<file path="src/lart_pkg.sv">
// Shared types and constants for the range-assign / range-max tree unit.
package lart_pkg;

    localparam int DW = 32;

    // Datapath commands issued by the controller
    typedef enum logic [4:0] {
        C_NONE,
        C_CLEAR,
        C_LOAD,
        C_PUSH_RD,
        C_PUSH_W1,
        C_PUSH_W2,
        C_PUSH_W3,
        C_WALK_INIT,
        C_ASG_LO,
        C_ASG_HI,
        C_RD_LO,
        C_RD_HI,
        C_QCMP,
        C_SHIFT,
        C_REF_INIT,
        C_REF_RD0,
        C_REF_RD1,
        C_REF_WR,
        C_EMIT
    } t_cmd;

    // Datapath status seen by the controller
    typedef struct packed {
        logic clr_last;
        logic err;
        logic act;
        logic tag_valid;
        logic lo_ge_hi;
        logic lo_odd;
        logic hi_odd;
        logic push_last;
        logic ref_last;
        logic out_busy;
    } t_status;

endpackage

</file>
<file path="src/lart_ctrl.sv">
// Controller state machine sequencing clear, push, walk and refresh phases.
module lart_ctrl (
    input  logic             i_clk,
    input  logic             i_rst_n,
    input  logic             i_valid,
    input  lart_pkg::t_status i_status,
    output lart_pkg::t_cmd   o_cmd,
    output logic             o_stall
);

    typedef enum logic [17:0] {
        S_CLEAR  = 18'b000000000000000001,
        S_IDLE   = 18'b000000000000000010,
        S_CHECK  = 18'b000000000000000100,
        S_P_RD   = 18'b000000000000001000,
        S_P_CHK  = 18'b000000000000010000,
        S_P_W1   = 18'b000000000000100000,
        S_P_W2   = 18'b000000000001000000,
        S_P_W3   = 18'b000000000010000000,
        S_W_INIT = 18'b000000000100000000,
        S_W_LO   = 18'b000000001000000000,
        S_W_LOQ  = 18'b000000010000000000,
        S_W_HI   = 18'b000000100000000000,
        S_W_HIQ  = 18'b000001000000000000,
        S_W_SHFT = 18'b000010000000000000,
        S_R_RD0  = 18'b000100000000000000,
        S_R_RD1  = 18'b001000000000000000,
        S_R_WR   = 18'b010000000000000000,
        S_DONE   = 18'b100000000000000000
    } t_state;

    t_state r_state, n_state;

    always_ff @(posedge i_clk) begin
        if (!i_rst_n) begin
            r_state <= S_CLEAR;
        end else begin
            r_state <= n_state;
        end
    end

    assign o_stall = (r_state != S_IDLE);

    // Next state and command
    always_comb begin
        n_state = r_state;
        o_cmd   = lart_pkg::C_NONE;
        case (r_state)
            S_CLEAR: begin
                o_cmd = lart_pkg::C_CLEAR;
                if (i_status.clr_last) n_state = S_IDLE;
            end
            S_IDLE: begin
                if (i_valid) begin
                    o_cmd   = lart_pkg::C_LOAD;
                    n_state = S_CHECK;
                end
            end
            S_CHECK: begin
                n_state = i_status.err ? S_DONE : S_P_RD;
            end
            S_P_RD: begin
                o_cmd   = lart_pkg::C_PUSH_RD;
                n_state = S_P_CHK;
            end
            S_P_CHK: begin
                if (i_status.tag_valid) begin
                    n_state = S_P_W1;
                end else begin
                    // nothing pending here: advance directly (W3 advances too)
                    o_cmd   = lart_pkg::C_PUSH_W3;
                    n_state = i_status.push_last ? S_W_INIT : S_P_RD;
                end
            end
            S_P_W1: begin
                o_cmd   = lart_pkg::C_PUSH_W1;
                n_state = S_P_W2;
            end
            S_P_W2: begin
                o_cmd   = lart_pkg::C_PUSH_W2;
                n_state = S_P_W3;
            end
            S_P_W3: begin
                o_cmd   = lart_pkg::C_PUSH_W3;
                n_state = i_status.push_last ? S_W_INIT : S_P_RD;
            end
            S_W_INIT: begin
                o_cmd   = lart_pkg::C_WALK_INIT;
                n_state = S_W_LO;
            end
            S_W_LO: begin
                if (i_status.lo_ge_hi) begin
                    if (!i_status.act) begin
                        o_cmd   = lart_pkg::C_REF_INIT;
                        n_state = S_R_RD0;
                    end else begin
                        n_state = S_DONE;
                    end
                end else if (i_status.lo_odd) begin
                    o_cmd   = i_status.act ? lart_pkg::C_RD_LO : lart_pkg::C_ASG_LO;
                    n_state = i_status.act ? S_W_LOQ : S_W_HI;
                end else begin
                    n_state = S_W_HI;
                end
            end
            S_W_LOQ: begin
                o_cmd   = lart_pkg::C_QCMP;
                n_state = S_W_HI;
            end
            S_W_HI: begin
                if (i_status.hi_odd) begin
                    o_cmd   = i_status.act ? lart_pkg::C_RD_HI : lart_pkg::C_ASG_HI;
                    n_state = i_status.act ? S_W_HIQ : S_W_SHFT;
                end else begin
                    n_state = S_W_SHFT;
                end
            end
            S_W_HIQ: begin
                o_cmd   = lart_pkg::C_QCMP;
                n_state = S_W_SHFT;
            end
            S_W_SHFT: begin
                o_cmd   = lart_pkg::C_SHIFT;
                n_state = S_W_LO;
            end
            S_R_RD0: begin
                o_cmd   = lart_pkg::C_REF_RD0;
                n_state = S_R_RD1;
            end
            S_R_RD1: begin
                o_cmd   = lart_pkg::C_REF_RD1;
                n_state = S_R_WR;
            end
            S_R_WR: begin
                o_cmd   = lart_pkg::C_REF_WR;
                n_state = i_status.ref_last ? S_DONE : S_R_RD0;
            end
            S_DONE: begin
                if (!i_status.out_busy) begin
                    o_cmd   = lart_pkg::C_EMIT;
                    n_state = S_IDLE;
                end
            end
            default: begin
                n_state = S_CLEAR;
            end
        endcase
    end

endmodule

</file>
<file path="config.mk">
export PLATFORM = sky130hd
export DESIGN_NAME = lart_ctrl
export DESIGN_NICKNAME = d
export VERILOG_FILES = /design/src/lart_pkg.sv /design/src/lart_ctrl.sv
export SDC_FILE = /design/constraint.sdc
export NUM_CORES = 1
export LEC_CHECK = 0
export BUFFER_PORTS_ARGS = -buffer_cell sky130_fd_sc_hd__buf_2
export CORE_AREA = 2 2 65 67
export DETAILED_ROUTE_END_ITERATION = 10
export DIE_AREA = 0 0 67 69
export SYNTH_ARGS = -nofsm -noshare
export SYNTH_HDL_FRONTEND = slang
export SYNTH_SLANG_ARGS = --single-unit
export TNS_END_PERCENT = 10
</file>
<file path="constraint.sdc">
create_clock -name i_clk -period 4 [get_ports i_clk]
set_input_delay 0.2 -clock i_clk [delete_from_list [all_inputs] [get_ports i_clk]]
set_output_delay 0.2 -clock i_clk [all_outputs]
set_load 0.01 [all_outputs]
</file>
After elaboration in Yosys (flattened, before gate mapping)
Cells that the tools add are included.
{"block": "totals", "register_bits": 18, "latchBits": 0, "ramBits": 0, "romBits": 0, "inputBits": 13, "output_inout_bits": 6, "elab_cells": 50, "n_memories": 0}
{"block": "op_classes", "addsub": 0, "multipliers": 0, "n_div": 0, "n_lt_le_gt_ge": 0, "n_eq_ne": 22, "shift": 0, "muxes": 24, "bitwise_logic": 0, "n_reduce_logical": 3}
{"op": "case mux 18 bit (17 select lines)", "n": 1}
{"op": "two-way mux 18 bit", "n": 7}
{"op": "case mux 5 bit (16 select lines)", "n": 1}
{"op": "two-way mux 14 bit", "n": 2}
{"op": "two-way mux 12 bit", "n": 2}
{"op": "equality test 18 x 1 -> 1 bit (second input constant)", "n": 1}
{"op": "equality test 18 x 10 -> 1 bit (second input constant)", "n": 1}
{"op": "equality test 18 x 11 -> 1 bit (second input constant)", "n": 1}
{"op": "equality test 18 x 12 -> 1 bit (second input constant)", "n": 1}
{"op": "equality test 18 x 13 -> 1 bit (second input constant)", "n": 1}
{"op": "equality test 18 x 14 -> 1 bit (second input constant)", "n": 1}
{"op": "equality test 18 x 15 -> 1 bit (second input constant)", "n": 1}
{"op": "equality test 18 x 16 -> 1 bit (second input constant)", "n": 1}
{"op": "equality test 18 x 17 -> 1 bit (second input constant)", "n": 1}
{"op": "equality test 18 bit (second input constant)", "n": 1}
{"op": "equality test 18 x 2 -> 1 bit (second input constant)", "n": 1}
{"op": "equality test 18 x 3 -> 1 bit (second input constant)", "n": 1}
{"op": "equality test 18 x 4 -> 1 bit (second input constant)", "n": 1}
{"op": "equality test 18 x 5 -> 1 bit (second input constant)", "n": 1}
{"op": "equality test 18 x 6 -> 1 bit (second input constant)", "n": 1}
{"op": "equality test 18 x 7 -> 1 bit (second input constant)", "n": 1}
{"op": "equality test 18 x 8 -> 1 bit (second input constant)", "n": 1}
{"op": "equality test 18 x 9 -> 1 bit (second input constant)", "n": 1}
{"op": "two-way mux 9 bit", "n": 2}
{"op": "8 further kinds", "n": 16}

Depth between registers and ports, before layout
{"block": "logic_depth", "word_depth": 4, "ltp_mapped": 7, "mapped_depth_nobuf": 6}

Least setup slack after synthesis
OpenSTA, ideal clock, no wires.
{"block": "synth_timing", "path_type": "register -> output", "start": "register r_state[8]", "end": "output port o_cmd[3]", "arrival_ps": 1796, "setup_slack_ps": 2004, "path_stages_with_launch": 7, "path_cell_list": "dfxtp_1 > nor4_4 > nand2_1 > or4_4 > nor3b_2 > a21o_1 > or4_1"}
{"block": "synth_between", "elab_chain_len": 3, "word_cells_on_any_way": 19}
{"item": "from (decl)", "line": "lart_ctrl.sv:32", "text": "t_state r_state, n_state;"}
{"item": "from (signal assigned)", "line": "lart_ctrl.sv:38", "text": "r_state <= n_state;"}
{"item": "equality test 18 x 13 -> 1 bit or equality test 18 x 11 -> 1 bit (tied branches)", "line": "lart_ctrl.sv:48", "text": "case (r_state)"}
{"item": "OR reduction 2 bit (no line)"}
{"item": "case mux 5 bit (16 select lines) (*)", "line": "lart_ctrl.sv:48"}
{"item": "to (decl)", "line": "lart_ctrl.sv:7", "text": "output lart_pkg::t_cmd o_cmd,"}
Every way passes the cells marked *; elsewhere a longest branch is shown, timed or not.

Final worst setup path
{"block": "layout_timing", "start": "register r_state[8]", "end": "output port o_cmd[0]"}
Same word-level chain as after synthesis.

==> flow_summary.ini <==
[clock_tree]
cts_tree = yes
cts_buffer_depth = 2
clockRootBuffer = clkbuf_8
htreeDepth = 1
postCtsResizedCells = 0
cts_buffers = 3
hold_buffers = 0
clk_latency_ns = 0.26
post_cts_buffers = 0
cts_sinks = 18
cts.clk_slew.worst_paths_ns = 0.07

[synth]
syn_area_per_cell_um2 = 8.12
synth_cells = 142
async_flop_share = 0
synth_area_um2 = 1150
ys_types = 39
ys.flop_type = dfxtp_1
syn_nets = 155
synth.yosys.seq_area_share = 0.313
yosys_warnings = 0
synth-edff-count = 0
ys_seq_elements = 18

[floorplan]
ios = 19
dieArea_um2 = 4620
core-area_um2 = 3910
start_util = 0.294
die_h_um = 69
rows = 23
chipWidth_um = 67

[min_path]
min_path_type = input port to flip-flop

[finish]
largest-register = r_state
largest_reg_flops = 18
area_growth_pct = 17.2
drive_above_1_share = 0.204
antenna_cells = 0
nets = 176
reg_top3 = r_state: 18 flops

[routing]
totalWireLength_um = 3270
wl_per_cell_um = 15.4
drt_iter0_drc = 90
viasPerCell = 5.54
drc = 0
vias = 1175
ant_nets = 0
dr.pass1.iters = 4

[worst_setup_path]
worstPathMaxFanout = 7
worst_setup_path_end_kind = output port
cp.required_ns = 3.80
worstPathArrival_ns = 2.48
crit_path_start_kind = flip-flop
critPathKind = flip-flop to output port

[grt]
grt_pass1_wl_um = 5220
grtUsageTotal = 0.146
grt_remaining_overflow = 0
grt_max_degree = 12
antenna_found_initial = 0
grt_pass1_vias = 1097

[placed_design]
place.gp.congestion = 0.828
port-buffer-count = 18
hpwl_um = 2540

[timing]
slew_headroom = 0.510
setup-tns-final_ns = 0
hold_viol_final = 0
tightest_slew_ns = 0.728
slew_violations = 0
final.setup_skew_ns = 0.00574
whs_ns = 0.162
rsz0062_at_grt = false
fin_crit_ns = 2.68
fin_crit_sh = 0.670
max_freq_ghz = 0.373
setup_violations = 0

[run]
cap_violations = 0

[power]
p_int_uw = 309
clkPwrFrac = 0.346
pwr-share-seq = 0.440
leakagePower_nw = 0.517
comb_power_share = 0.214
power_density_nw_per_um2 = 327
power.switching_uw = 133
ir_drop_uv = 174
switching_share = 0.301

[status]
status = finished, final reports clean
## layer usage
metal	part of all wire	GRT usage
met5	0	0
met4	0.021	0.0590
met3	0.044	0.0245
met2	0.45	0.213
met1	0.49	0.209
## worst max-delay path: stages (launching register included)
cell     delay [ns]
dfxtp_1        0.38
nor4_4         0.49
nand2_1        0.11
or4_4          0.54
nor3b_2        0.29
a21o_1         0.15
or3_1          0.14
buf_2          0.13
## path summary, 6_finish.rpt
kind	startpoint	end	slack (ns)	depth (start not counted)
worst min register to register	r_state[15]	r_state[16]	0.64	2
worst max register to register	r_state[3]	r_state[3]	1.76	6
worst max-delay path	r_state[8]	o_cmd[0]	1.32	7
worst min-delay path	i_status[6]	r_state[5]	0.16	3
## power by group through the flow
stage	Combinational, mW	Sequential (mW)	Clock [mW]
2_1_floorplan	0.0682	0.192	0
3_3_place_gp	0.0919	0.198	0
3_5_place_dp	0.0912	0.198	0
4_1_cts	0.0917	0.194	0.155
5_1_grt	0.102	0.195	0.161
6_report	0.0945	0.194	0.153
## layout make-up
type | instances | area (µm²)
Fill cell | 441 | 2560
Multi-Input combinational cell | 113 | 748
Sequential cell | 18 | 360
Timing Repair Buffer | 18 | 90.1
Tap cell | 50 | 62.6
Clock buffer | 4 | 55.1
Inverter | 9 | 33.8
## per-stage QoR
step	util	cell area [µm²]	setup WS, ns	std cells	total power [mW]
final	0.345	1350	1.32	212	0.441
after global routing	0.345	1350	1.22	212	0.459
after CTS	0.345	1350	1.35	212	0.440
after detailed placement	0.331	1290	1.63	208	0.289
after global placement	0.331	1290	1.60	208	0.290
after floorplan	-	1150	2.00	142	0.260
## synth_stat cells, drive strengths merged, types with 4 or more instances
master | count | area [µm²]
or3b | 4 | 37.5
inv | 9 | 33.8
nor3 | 4 | 20.0
nor4 | 13 | 141
nand2 | 13 | 51.3
and2 | 4 | 25.0
nor3b | 4 | 35.0
o21ai | 5 | 25.0
dfxtp | 18 | 360
nand3 | 6 | 30.0
nor2 | 19 | 71.3
or4 | 4 | 33.8
nand4 | 5 | 31.3
## cells in the final DEF, fill, tap and decap left out, types with 2 or more instances in the layout
| master | instances |
|---|---|
| a21oi_1 | 2 |
| and2_1 | 4 |
| buf_2 | 18 |
| clkbuf_8 | 4 |
| dfxtp_1 | 18 |
| inv_1 | 9 |
| nand2_1 | 12 |
| nand2b_1 | 2 |
| nand3_1 | 6 |
| nand3b_1 | 3 |
| nand4_1 | 5 |
| nand4b_1 | 3 |
| nor2_1 | 19 |
| nor3_1 | 4 |
| nor3b_1 | 3 |
| nor4_1 | 9 |
| nor4_4 | 4 |
| nor4b_1 | 3 |
| o21a_1 | 2 |
| o21ai_0 | 5 |
| or3_1 | 3 |
| or3b_2 | 2 |
| or4_1 | 3 |
| xnor2_1 | 3 |
## logic make-up after synthesis
logic type	count (synthesis)	share of synthesized area
AO/OA/AOI/OAI	17	0.102
buffers and inverters	11	0.0380
XOR/XNOR	4	0.0304
flip-flops	18	0.313
AND/OR/NAND/NOR	92	0.517
Note: power is estimated with default switching activity, not from simulation.
